$ cat src/sv/apdt_pkg.sv
`default_nettype none

package apdt_pkg;

  // Table size default
  localparam int SLOT_COUNT_DEFAULT = 16;

  // Field widths
  localparam int SLOT_W      = 4;
  localparam int PERIOD_W    = 17;
  localparam int TIME_W      = 32;
  localparam int OFFSET_W    = 17;
  localparam int EXT_W       = 34;  // signed offset time
  localparam int MAG_W       = 33;  // magnitude of the offset time
  localparam int CFG_INDEX_W = 1;
  localparam int CFG_DATA_W  = 17;

  // Remainder unit: one quotient bit per cycle
  localparam int DIV_STEPS = MAG_W;
  localparam int DIV_CNT_W = $clog2(DIV_STEPS);

  // Unix time of 2018-01-01 00:00:00 UTC
  localparam logic [TIME_W-1:0] YEAR_2018_START = 32'd1514764800;

  // Opcodes
  localparam logic OP_ADD   = 1'b0;
  localparam logic OP_CHECK = 1'b1;

  // Register indexes
  localparam logic [CFG_INDEX_W-1:0] CFG_LOCAL_TIME_ENABLE = 1'd0;
  localparam logic [CFG_INDEX_W-1:0] CFG_ZONE_OFFSET       = 1'd1;

  // Controller to datapath
  typedef struct packed {
    logic capture;
    logic decide;
    logic div_step;
    logic fix;
    logic write;
    logic load_out;
  } dp_cmd_t;

  // Datapath to controller
  typedef struct packed {
    logic arm;
    logic div_last;
  } dp_status_t;

endpackage

`default_nettype wire

$ cat src/sv/apdt_ram.sv
`default_nettype none

module apdt_ram #(
  parameter int WIDTH = 8,
  parameter int DEPTH = 16
) (
  input  wire logic                                     clk,
  input  wire logic                                     wr_en,
  input  wire logic [(DEPTH > 1 ? $clog2(DEPTH) : 1)-1:0] wr_addr,
  input  wire logic [WIDTH-1:0]                         wr_data,
  input  wire logic                                     rd_en,
  input  wire logic [(DEPTH > 1 ? $clog2(DEPTH) : 1)-1:0] rd_addr,
  output logic      [WIDTH-1:0]                         rd_data
);

  logic [WIDTH-1:0] mem [DEPTH];

  // One write port, one registered read port
  always_ff @(posedge clk) begin
    if (wr_en) begin
      mem[wr_addr] <= wr_data;
    end
    if (rd_en) begin
      rd_data <= mem[rd_addr];
    end
  end

endmodule

`default_nettype wire

$ cat src/sv/apdt_ctrl.sv
`default_nettype none

module apdt_ctrl (
  input  wire logic              clk,
  input  wire logic              rst,
  input  wire logic              in_valid,
  output logic                   in_stall,
  output logic                   out_valid,
  input  wire logic              out_stall,
  output apdt_pkg::dp_cmd_t      cmd,
  input  wire apdt_pkg::dp_status_t status
);

  typedef enum logic [5:0] {
    S_IDLE  = 6'b000001,
    S_READ  = 6'b000010,
    S_DIV   = 6'b000100,
    S_FIX   = 6'b001000,
    S_WRITE = 6'b010000,
    S_DONE  = 6'b100000
  } state_t;

  state_t state;
  state_t state_next;
  logic   out_valid_next;

  assign in_stall = (state != S_IDLE);

  // Sequencing
  always_comb begin
    cmd        = '0;
    state_next = state;
    unique case (state)
      S_IDLE: begin
        if (in_valid) begin
          cmd.capture = 1'b1;
          state_next  = S_READ;
        end
      end
      S_READ: begin
        cmd.decide = 1'b1;
        state_next = status.arm ? S_DIV : S_DONE;
      end
      S_DIV: begin
        cmd.div_step = 1'b1;
        if (status.div_last) begin
          state_next = S_FIX;
        end
      end
      S_FIX: begin
        cmd.fix    = 1'b1;
        state_next = S_WRITE;
      end
      S_WRITE: begin
        cmd.write  = 1'b1;
        state_next = S_DONE;
      end
      S_DONE: begin
        if (!out_valid || !out_stall) begin
          cmd.load_out = 1'b1;
          state_next   = S_IDLE;
        end
      end
      default: begin
        state_next = S_IDLE;
      end
    endcase
  end

  // Output beat flag
  always_comb begin
    out_valid_next = out_valid;
    if (cmd.load_out) begin
      out_valid_next = 1'b1;
    end else if (out_valid && !out_stall) begin
      out_valid_next = 1'b0;
    end
  end

  always_ff @(posedge clk) begin
    if (rst) begin
      state     <= S_IDLE;
      out_valid <= 1'b0;
    end else begin
      state     <= state_next;
      out_valid <= out_valid_next;
    end
  end

endmodule

`default_nettype wire

$ cat src/sv/apdt_dp.sv
`default_nettype none

module apdt_dp #(
  parameter int SLOT_COUNT = apdt_pkg::SLOT_COUNT_DEFAULT
) (
  input  wire logic                                 clk,
  input  wire logic                                 rst,
  input  wire logic                                 cfg_write,
  input  wire logic [apdt_pkg::CFG_INDEX_W-1:0]     cfg_index,
  input  wire logic [apdt_pkg::CFG_DATA_W-1:0]      cfg_data,
  input  wire apdt_pkg::dp_cmd_t                    cmd,
  output apdt_pkg::dp_status_t                      status,
  input  wire logic                                 opcode,
  input  wire logic [apdt_pkg::SLOT_W-1:0]          slot,
  input  wire logic [apdt_pkg::PERIOD_W-1:0]        period_seconds,
  input  wire logic [apdt_pkg::TIME_W-1:0]          now_seconds,
  output logic                                      due,
  output logic      [apdt_pkg::TIME_W-1:0]          next_deadline
);

  localparam int ADDR_W  = (SLOT_COUNT > 1) ? $clog2(SLOT_COUNT) : 1;
  localparam int ENTRY_W = apdt_pkg::PERIOD_W + apdt_pkg::TIME_W;
  localparam int P_W     = apdt_pkg::PERIOD_W;
  localparam int T_W     = apdt_pkg::TIME_W;
  localparam int X_W     = apdt_pkg::EXT_W;
  localparam int M_W     = apdt_pkg::MAG_W;

  // Configuration
  logic                            local_time_enable;
  logic [apdt_pkg::OFFSET_W-1:0]   zone_offset;

  // Item registers
  logic              op_r;
  logic              in_range_r;
  logic [ADDR_W-1:0] addr_r;
  logic [P_W-1:0]    period_in_r;
  logic [T_W-1:0]    now_r;
  logic [X_W-1:0]    t_r;
  logic [P_W-1:0]    p_r;
  logic [X_W-1:0]    tp_r;
  logic              neg_r;
  logic              due_r;
  logic [T_W-1:0]    next_r;

  // Remainder unit
  logic [P_W-1:0]                 rem_r;
  logic [M_W-1:0]                 quo_r;
  logic [apdt_pkg::DIV_CNT_W-1:0] cnt_r;

  logic valid_r [SLOT_COUNT];

  // Capture side
  logic [ADDR_W+apdt_pkg::SLOT_W-1:0] slot_ext;
  logic [ADDR_W-1:0]                  slot_addr;
  logic                               in_range;
  logic [X_W-1:0]                     offset_ext;
  logic [X_W-1:0]                     t_in;

  // Decide side
  logic [ENTRY_W-1:0] rd_data;
  logic [P_W-1:0]     stored_p;
  logic [T_W-1:0]     stored_d;
  logic [P_W-1:0]     p_sel;
  logic               slot_set;
  logic [T_W-1:0]     window_start;
  logic               fire;
  logic               arm;
  logic [X_W-1:0]     t_neg;
  logic [M_W-1:0]     mag;
  logic [X_W-1:0]     tp;

  // Division step and fix-up
  logic [P_W:0]   trial;
  logic           trial_ge;
  logic [P_W-1:0] rem_floor;
  logic [X_W-1:0] deadline;

  assign slot_ext   = {{ADDR_W{1'b0}}, slot};
  assign slot_addr  = slot_ext[ADDR_W-1:0];
  assign in_range   = ({28'd0, slot} < 32'(SLOT_COUNT));
  assign offset_ext = local_time_enable ?
                      {{(X_W - apdt_pkg::OFFSET_W){zone_offset[apdt_pkg::OFFSET_W-1]}},
                       zone_offset} : '0;
  assign t_in       = {2'b00, now_seconds} + offset_ext;

  assign stored_p     = rd_data[ENTRY_W-1:T_W];
  assign stored_d     = rd_data[T_W-1:0];
  assign p_sel        = (op_r == apdt_pkg::OP_ADD) ? period_in_r : stored_p;
  assign slot_set     = in_range_r && valid_r[addr_r];
  assign window_start = stored_d - {{(T_W - P_W){1'b0}}, stored_p};
  assign fire         = (now_r >= apdt_pkg::YEAR_2018_START) &&
                        ((stored_d <= now_r) || (window_start > now_r));
  assign arm          = in_range_r &&
                        ((op_r == apdt_pkg::OP_ADD) || (slot_set && fire));
  assign t_neg        = -t_r;
  assign mag          = t_r[X_W-1] ? t_neg[M_W-1:0] : t_r[M_W-1:0];
  assign tp           = t_r + {{(X_W - P_W){1'b0}}, p_sel};

  assign trial    = {rem_r, quo_r[M_W-1]};
  assign trial_ge = (trial >= {1'b0, p_r});

  // Floored remainder: mirror a nonzero remainder for a negative time
  always_comb begin
    if (p_r == '0) begin
      rem_floor = '0;
    end else if (neg_r && (rem_r != '0)) begin
      rem_floor = p_r - rem_r;
    end else begin
      rem_floor = rem_r;
    end
  end

  assign deadline = tp_r - {{(X_W - P_W){1'b0}}, rem_floor};

  assign status.arm      = arm;
  assign status.div_last = (cnt_r == apdt_pkg::DIV_CNT_W'(apdt_pkg::DIV_STEPS - 1));

  // Period and deadline store
  apdt_ram #(
    .WIDTH (ENTRY_W),
    .DEPTH (SLOT_COUNT)
  ) u_store (
    .clk     (clk),
    .wr_en   (cmd.write),
    .wr_addr (addr_r),
    .wr_data ({p_r, next_r}),
    .rd_en   (cmd.capture),
    .rd_addr (slot_addr),
    .rd_data (rd_data)
  );

  // Configuration registers
  always_ff @(posedge clk) begin
    if (rst) begin
      local_time_enable <= 1'b0;
      zone_offset       <= '0;
    end else if (cfg_write) begin
      unique case (cfg_index)
        apdt_pkg::CFG_LOCAL_TIME_ENABLE: local_time_enable <= cfg_data[0];
        apdt_pkg::CFG_ZONE_OFFSET:       zone_offset       <= cfg_data;
        default: ;
      endcase
    end
  end

  // Slot valid bits
  always_ff @(posedge clk) begin
    if (rst) begin
      for (int i = 0; i < SLOT_COUNT; i++) begin
        valid_r[i] <= 1'b0;
      end
    end else if (cmd.write) begin
      valid_r[addr_r] <= 1'b1;
    end
  end

  // Item datapath
  always_ff @(posedge clk) begin
    if (cmd.capture) begin
      op_r        <= opcode;
      in_range_r  <= in_range;
      addr_r      <= slot_addr;
      period_in_r <= period_seconds;
      now_r       <= now_seconds;
      t_r         <= t_in;
    end
    if (cmd.decide) begin
      p_r    <= p_sel;
      tp_r   <= tp;
      neg_r  <= t_r[X_W-1];
      quo_r  <= mag;
      rem_r  <= '0;
      cnt_r  <= '0;
      due_r  <= arm;
      next_r <= (slot_set && (op_r == apdt_pkg::OP_CHECK)) ? stored_d : '0;
    end
    if (cmd.div_step) begin
      rem_r <= trial_ge ? P_W'(trial - {1'b0, p_r}) : trial[P_W-1:0];
      quo_r <= {quo_r[M_W-2:0], 1'b0};
      cnt_r <= cnt_r + apdt_pkg::DIV_CNT_W'(1);
    end
    if (cmd.fix) begin
      next_r <= deadline[T_W-1:0];
    end
    if (cmd.load_out) begin
      due           <= due_r;
      next_deadline <= next_r;
    end
  end

endmodule

`default_nettype wire

$ cat src/sv/aligned_periodic_due_table_top.sv
// Channel  | Handshake              | Beat contents
// ---------+------------------------+------------------------------------------
// in       | in_valid / in_stall    | opcode, slot, period_seconds, now_seconds
// out      | out_valid / out_stall  | due, next_deadline
// cfg      | cfg_write              | cfg_index, cfg_data
//
// An item that re-arms a slot (an add to a slot in range, a check that fires) passes
// from accept to result through table read, 33 steps of the restoring remainder unit
// (one bit per cycle), fix-up, write-back and result. Other items skip from table read to result.
// Reset clears the slot valid bits and both registers at once; no sweep.
// The result register holds a beat under out_stall; the next item proceeds and then waits.
`default_nettype none

module aligned_periodic_due_table_top #(
  parameter int SLOT_COUNT = apdt_pkg::SLOT_COUNT_DEFAULT
) (
  input  wire logic                             clk,
  input  wire logic                             rst,
  input  wire logic                             cfg_write,
  input  wire logic [apdt_pkg::CFG_INDEX_W-1:0] cfg_index,
  input  wire logic [apdt_pkg::CFG_DATA_W-1:0]  cfg_data,
  input  wire logic                             in_valid,
  output logic                                  in_stall,
  input  wire logic                             opcode,
  input  wire logic [apdt_pkg::SLOT_W-1:0]      slot,
  input  wire logic [apdt_pkg::PERIOD_W-1:0]    period_seconds,
  input  wire logic [apdt_pkg::TIME_W-1:0]      now_seconds,
  output logic                                  out_valid,
  input  wire logic                             out_stall,
  output logic                                  due,
  output logic      [apdt_pkg::TIME_W-1:0]      next_deadline
);

  apdt_pkg::dp_cmd_t    cmd;
  apdt_pkg::dp_status_t status;

  apdt_ctrl u_ctrl (
    .clk       (clk),
    .rst       (rst),
    .in_valid  (in_valid),
    .in_stall  (in_stall),
    .out_valid (out_valid),
    .out_stall (out_stall),
    .cmd       (cmd),
    .status    (status)
  );

  apdt_dp #(
    .SLOT_COUNT (SLOT_COUNT)
  ) u_dp (
    .clk            (clk),
    .rst            (rst),
    .cfg_write      (cfg_write),
    .cfg_index      (cfg_index),
    .cfg_data       (cfg_data),
    .cmd            (cmd),
    .status         (status),
    .opcode         (opcode),
    .slot           (slot),
    .period_seconds (period_seconds),
    .now_seconds    (now_seconds),
    .due            (due),
    .next_deadline  (next_deadline)
  );

endmodule

`default_nettype wire

$ cat config.mk
export PLATFORM = sky130hd
export DESIGN_NAME = aligned_periodic_due_table_top
export DESIGN_NICKNAME = d
export VERILOG_FILES = /design/src/sv/apdt_pkg.sv /design/src/sv/apdt_ram.sv /design/src/sv/apdt_ctrl.sv /design/src/sv/apdt_dp.sv /design/src/sv/aligned_periodic_due_table_top.sv
export SDC_FILE = /design/constraint.sdc
export NUM_CORES = 1
export LEC_CHECK = 0
export BUFFER_PORTS_ARGS = -buffer_cell sky130_fd_sc_hd__buf_2
export CAP_MARGIN = 15
export CELL_PAD_IN_SITES_DETAIL_PLACEMENT = 1
export CELL_PAD_IN_SITES_GLOBAL_PLACEMENT = 1
export CORE_UTILIZATION = 54
export CTS_CLUSTER_SIZE = 16
export DETAILED_ROUTE_END_ITERATION = 6
export GPL_ROUTABILITY_DRIVEN = 0
export PLACE_DENSITY = 0.8
export SETUP_SLACK_MARGIN = 0.2
export SYNTH_ARGS = -nofsm -noshare
export SYNTH_HDL_FRONTEND = slang
export SYNTH_SLANG_ARGS = --single-unit
$ cat constraint.sdc
create_clock -name clk -period 7.25 [get_ports clk]
set_input_delay 0.3625 -clock clk [delete_from_list [all_inputs] [get_ports clk]]
set_output_delay 0.3625 -clock clk [all_outputs]
set_load 0.1 [all_outputs]
# --- Word level (Yosys, flattened, before mapping) ---
# Memories as Yosys holds them, arrays and structs flattened. A register that Yosys moved wholly into a read port is not among the register bits.
# Cells that the tools add are included.
# W data, S select, Z words.
totals:
  ff_bits: 285
  elab_cells: 106
  n_memories: 2
  input_bits: 77
  ramBits: 800
  out_inout_bits: 35
classes:
  magnitude_cmp: 4
  reduce_logical: 19
  n_addsub: 8
  n_mux: 40
  bitwise: 2
  n_eq_ne: 11
memory_table:
  columns: ["memory", "depth", "width", "rd", "rd_ports_with_merged_regs", "wr", "line_no", "source"]
  rows:
  - ["u_dp.u_store.mem", 16, 49, 1, 1, 1, "apdt_ram.sv:16", "logic [WIDTH-1:0] mem [DEPTH];"]
  - ["u_dp.valid_r", 16, 1, 1, 1, 16, "apdt_dp.sv:50", "logic valid_r [SLOT_COUNT];"]
ops:
  columns: ["op", "count"]
  rows:
  - ["$mux W17", 6]
  - ["$mux W33", 3]
  - ["$mux W32", 3]
  - ["$sub A32 B17 Y32", 2]
  - ["$mux W6", 6]
  - ["$pmux W6 S6", 1]
  - ["$add A32 B34 Y34", 1]
  - ["$mux W34", 1]
  - ["$sub A17 B17 Y17", 2]
  - ["$neg A33 Y33", 1]
  - ["$add A32 B17 Y32", 1]
  - ["$ge A32 B31 Y1 const B", 1]
  - ["$gt A32 B32 Y1", 1]
  - ["$le A32 B32 Y1", 1]
  - ["$ge A18 B17 Y1", 1]
  - ["$mux W1", 18]
  - ["$logic_not A17 Y1", 1]
  - ["$reduce_bool A17 Y1", 1]
  - ["$eq A6 B6 Y1 const B", 2]
  - ["$mux W4", 2]
  - ["$add A6 B1 Y6 const B", 1]
  - ["$eq A6 B1 Y1 const B", 1]
  - ["$eq A6 B2 Y1 const B", 1]
  - ["$eq A6 B3 Y1 const B", 1]
  - ["other kinds (13)", 25]

# --- Logic depth before layout (Yosys ltp) ---
logic_depth:
  depth_word: 8
  depth_mapped: 23
  mapped_depth_nobuf: 23

# --- Hierarchy ---
# A second synthesis with hierarchy kept.
hier_totals:
  hier_cells: 3268
  area_unflattened_um2: 50995.2
modules_own_cells:
  columns: ["mod", "cells_per_inst", "area_per_inst_um2", "n_inst", "seq_area_each_um2"]
  rows:
  - ["apdt_ram", 1268, 30827.1, 1, 25014.0]
  - ["apdt_dp", 1953, 19780.2, 1, 8558.2]
  - ["apdt_ctrl", 47, 387.9, 1, 140.1]

# --- Least setup slack after synthesis ---
# No wires, ideal clock.
synth_timing:
  path_kind: "register -> register"
  startpoint: "reg u_ctrl.state[0]"
  endpoint: "mem u_dp.u_store.mem[0][0] in the netlist's numbering (enable)"
  path_slack_ns: 2.031
  t_arrival_ns: 4.700
  path_buffers: 0
  synth_period_minus_slack_ns: 5.219
  stages_incl_launch_ff: 5
  t_required_ns: 6.732
  setup_ns: 0.518
  path_cell_list: "dfxtp_1 -> nor2_1 -> and4b_1 -> or3b_2 -> nor3_1"
synth_between:
  elab_chain_cells: 4
synth_rtl:
  columns: ["item", "line_no", "source"]
  rows:
  - ["start, declared", "apdt_ctrl.sv:23", "state_t state;"]
  - ["start signal, assigned", "apdt_ctrl.sv:85", "state <= state_next;"]
  - ["$eq A6 B5 Y1", "apdt_ctrl.sv:33", "unique case (state)"]
  - ["$mux W1", "apdt_ctrl.sv:33", null]
  - ["$mux W1", "apdt_ram.sv:20", "if (wr_en) begin"]
  - ["$mux W1 (implied by the code)", "apdt_ram.sv:21", "mem[wr_addr] <= wr_data;"]
  - ["end, declared", "apdt_ram.sv:16", null]
# No other way between the ends.

# --- Final worst setup path ---
layout_timing:
  startpoint: "reg u_dp.p_r[1]"
  endpoint: "reg u_dp.next_r[26], data pin"
layout_between:
  elab_chain_cells: 5
  elab_cells_between_ends: 6
  cone_classes: "add/sub (2); mux (3); reduce/logical (1)"
layout_rtl:
  columns: ["item", "line_no", "source"]
  rows:
  - ["start, declared", "apdt_dp.sv:39", "logic [P_W-1:0] p_r;"]
  - ["start signal, assigned", "apdt_dp.sv:168", "p_r <= p_sel;"]
  - ["$sub A17 B17 Y17", "apdt_dp.sv:107", "rem_floor = p_r - rem_r;"]
  - ["$mux W17", "apdt_dp.sv:106", "end else if (neg_r && (rem_r != '0)) begin"]
  - ["$mux W17 *", "apdt_dp.sv:104", "if (p_r == '0) begin"]
  - ["$sub A32 B17 Y32 *", "apdt_dp.sv:113", "assign deadline = tp_r - {{(X_W - P_W){1'b0}}, rem_floor};"]
  - ["$mux W32 *", "apdt_dp.sv:182", "if (cmd.fix) begin"]
  - ["end signal, assigned", "apdt_dp.sv:175", "next_r <= (slot_set && (op_r == apdt_pkg::OP_CHECK)) ? stored_d : '0;"]
  - ["end signal, assigned", "apdt_dp.sv:183", "next_r <= deadline[T_W-1:0];"]
  - ["end, declared", "apdt_dp.sv:43", "logic [T_W-1:0] next_r;"]
# Every way passes the cells marked *; elsewhere a longest branch is shown, timed or not.
# A chain may end at the register's enable or synchronous reset.

==> impl_metrics.toml <==
[die]
pin_count = 112
core_um2 = 92200
fp.dieW_um = 308
die_y_um = 308
fp-row-count = 111
die-area_um2 = 95000
start_util_pct = 54.9

[worst_setup_path]
cpMostUsedCell = "o21ai_0"
arrival_ps = 6470
ff2ff_setup_slack_ps = 1210
crit_required_ps = 7680
crit_chain = "ha_1 > nor2b_1 > o21ai_0 > a21boi_0 > o21a_1 > a221oi_1 > a2111oi_0 > or3_1 > a21oi_1 > o21ai_0 > ha_1 > and3_1 > and2_1 > a31o_2 > or3_1 > nor4_1 > xnor2_1 > o21ai_0"
cp_max_fo = 20
critPathCaptureType = "flop"
start_kind = "flop"
max_stage_delay_ps = 830
cpMaxStageDelayCell = "edfxtp_1"
criticalPathCategory = "reg2reg"

[clock_tree]
clkSinkCount = 1138
cts_tree = "built"
cts.clk_slew.worst_paths_ps = 60
clock_latency_ps = 720
cts_max_level = 3
cts-root-buf = "clkbuf_16"
cts_resized = 0
cts_made_buffers = 112
cts_buffer_depth = 3

[yosys]
synth_top_family_by_area = "multiplexers"
synth_area_um2 = 50600
synth_xor_area_share_pct = 2.73
ys_types = 71
async_reset_ff_share_pct = 0
synth_mux_area_share_pct = 11.7
yosysWarnings = 0
synthCells = 3177
synthesis.nets = 3444
synth_compound_area_share_pct = 5.82
synth-seq-cells = 1138
ys_seq_area_share_pct = 66.6
yosys.area_share.simple_pct = 6.55
synth-edff-count = 1092
postSynthAreaPerCell_um2 = 15.9
synth_fa_ha_area_share_pct = 4.78
synthFlopType = "edfxtp_1"

[global_route]
gr-total-overflow = 0
grtUsageTotal_pct = 31.6
antenna_found_initial = 4
grt_max_degree = 161
grt_pass1_vias = 32700
grt_first_pass_wirelength_um = 216000

[sta]
holdWs_ps = 76.3
finClkSkew_ps = 32.5
rsz0062_at_grt = "no"
fin_ws_ps = 1210
max_freq_mhz = 166
min_period_ps = 6040
tightest_slew_ps = 1220
hold_viol = 0
setup-tns-final_ps = 0
fin_crit_sh_pct = 83.3
maxSlewHeadroom_pct = 18.8
slew_violations = 0
finalSetupViolations = 0

[drt]
drc = 0
via_per_inst = 6.49
postRouteWirelength_um = 148000
first_pass_iters = 5
drtIter0Drc = 3091
wl_per_cell_um = 31.2
vias = 30800
antenna_left = 0

[cells_and_area]
regArea_um2 = 33700
fin_cells = 4744
final_layout_size_suffix_gt1_share_pct = 18.0
nNetsFinal = 3670
fin_area_um2 = 57300
num-fill-cells = 8372
final_common_cell = "edfxtp_1"
syn2layout_area_growth_pct = 13.2
most-common-layout-cells = "1092 x edfxtp_1, 250 x mux4_2, 218 x nand2_1"
fin_util_pct = 62.2
multi_input_area_um2 = 16100

[power]
p_per_area_nw_per_um2 = 253
irDropWorstVdd_v = 0.000241
finalPower_mw = 14.5
p_leak_nw = 19.7

[min_path]
holdCritPathClass = "in2reg"

[run]
drv_cap = 0

[placement]
dpl.hpwl_um = 92300
place_inst = 4464
place_area_um2 = 52900
io_buffer_count = 111
pre_cts_ws_ps = 1370

[run_status]
status = "finished clean"
==> final cells by class <==
class,count,share of cell area [%]
antenna,2,0.00873
clock buffer,141,5.22
clock inverter,69,1.33
inverter,141,0.932
multi-input combinational,1788,28.1
sequential,1138,58.8
tap,1243,2.71
timing repair buffer,222,2.84
==> synth_stat cells, drive strengths merged, types with 17 or more instances <==
cell / n / share of area [%]
xnor2: 88 / 1.5
o31ai: 20 / 0.30
ha: 184 / 4.5
edfxtp: 1092 / 65
nand2: 219 / 1.6
a21o: 37 / 0.55
and3: 17 / 0.21
nand2b: 31 / 0.38
o21a: 31 / 0.46
inv: 141 / 1.0
clkbuf: 92 / 0.68
nor2: 161 / 1.2
a211oi: 23 / 0.34
xor2: 70 / 1.2
nand4: 21 / 0.26
mux2: 18 / 0.40
or3: 18 / 0.23
dfxtp: 46 / 1.8
and2: 30 / 0.37
nor4: 22 / 0.27
nand3: 54 / 0.53
nor2b: 26 / 0.32
o21ai: 145 / 1.4
a21oi: 125 / 1.2
nor3: 45 / 0.44
mux4: 250 / 11
buf: 18 / 0.14
==> power breakdown <==
| group | internal, mW | switching (mW) | total (mW) | leakage, nW |
|---|---|---|---|---|
| clock network | 3.43 | 2.56 | 6.00 | 1.82 |
| logic | 0.482 | 0.643 | 1.12 | 7.64 |
| registers | 7.26 | 0.129 | 7.39 | 10.3 |
| total | 11.2 | 3.33 | 14.5 | 19.7 |
==> final timing paths <==
| path | startpoint | to | cells after the start |
|---|---|---|---|
| worst max-delay path | u_dp.p_r[1] | u_dp.next_r[26] | 18 |
| worst max register to register | u_dp.p_r[1] | u_dp.next_r[26] | 18 |
| worst min register to register | u_dp.due_r | u_dp.due | 0 |
| worst min-delay path | cfg_write | u_dp.local_time_enable | 4 |
==> state kept, by name, indices dropped and copies added (netlist names), 4 cells and up, named ones only <==
signal	cells
u_dp.next_deadline	32
u_dp.u_store.mem	784
u_dp.now_r	32
u_dp.addr_r	4
u_dp.period_in_r	17
u_dp.u_store.rd_data	49
u_dp.valid_r	16
u_dp.next_r	32
u_dp.cnt_r	6
u_dp.tp_r	32
u_dp.p_r	17
u_dp.quo_r	33
u_dp.rem_r	17
u_dp.zone_offset	17
u_dp.t_r	34
u_ctrl.state	6
==> layer usage <==
metal / track usage (%) / vias to the layer above / wire length [um]
met2: 52.4 / 1530 / 72700
met1: 41.2 / 16000 / 56600
met3: 4.86 / 406 / 10700
li1: - / 12900 / -
met4: 15.1 / 0 / 7850
met5: 0 / - / 0
==> cell families (layout without fill, tap and decap cells) <==
group / count (synthesis) / in the layout
other cells: 0 / 2
compound gates: 474 / 474
flops: 1138 / 1138
buf+inv: 251 / 573
fa+ha+maj: 190 / 190
xor+xnor: 158 / 158
mux: 277 / 277
simple gates: 689 / 689
==> critical path: cells and delay by family (launching register included) <==
| kind | cells | cell delay, ps |
|---|---|---|
| AOI/OAI and AO/OA | 9 | 2240 |
| and+or+nand+nor | 6 | 1680 |
| adders and majority gates | 2 | 830 |
| DFF | 1 | 830 |
| xor gates and xnor gates | 1 | 170 |
==> repair_timing <==
action | 4_1_cts | 5_1_grt
hold buffers | 68 | 0
hold endpoints to repair | 70 | 0
setup buffers | 0 | 0
Power figures use the tool's default switching activity.
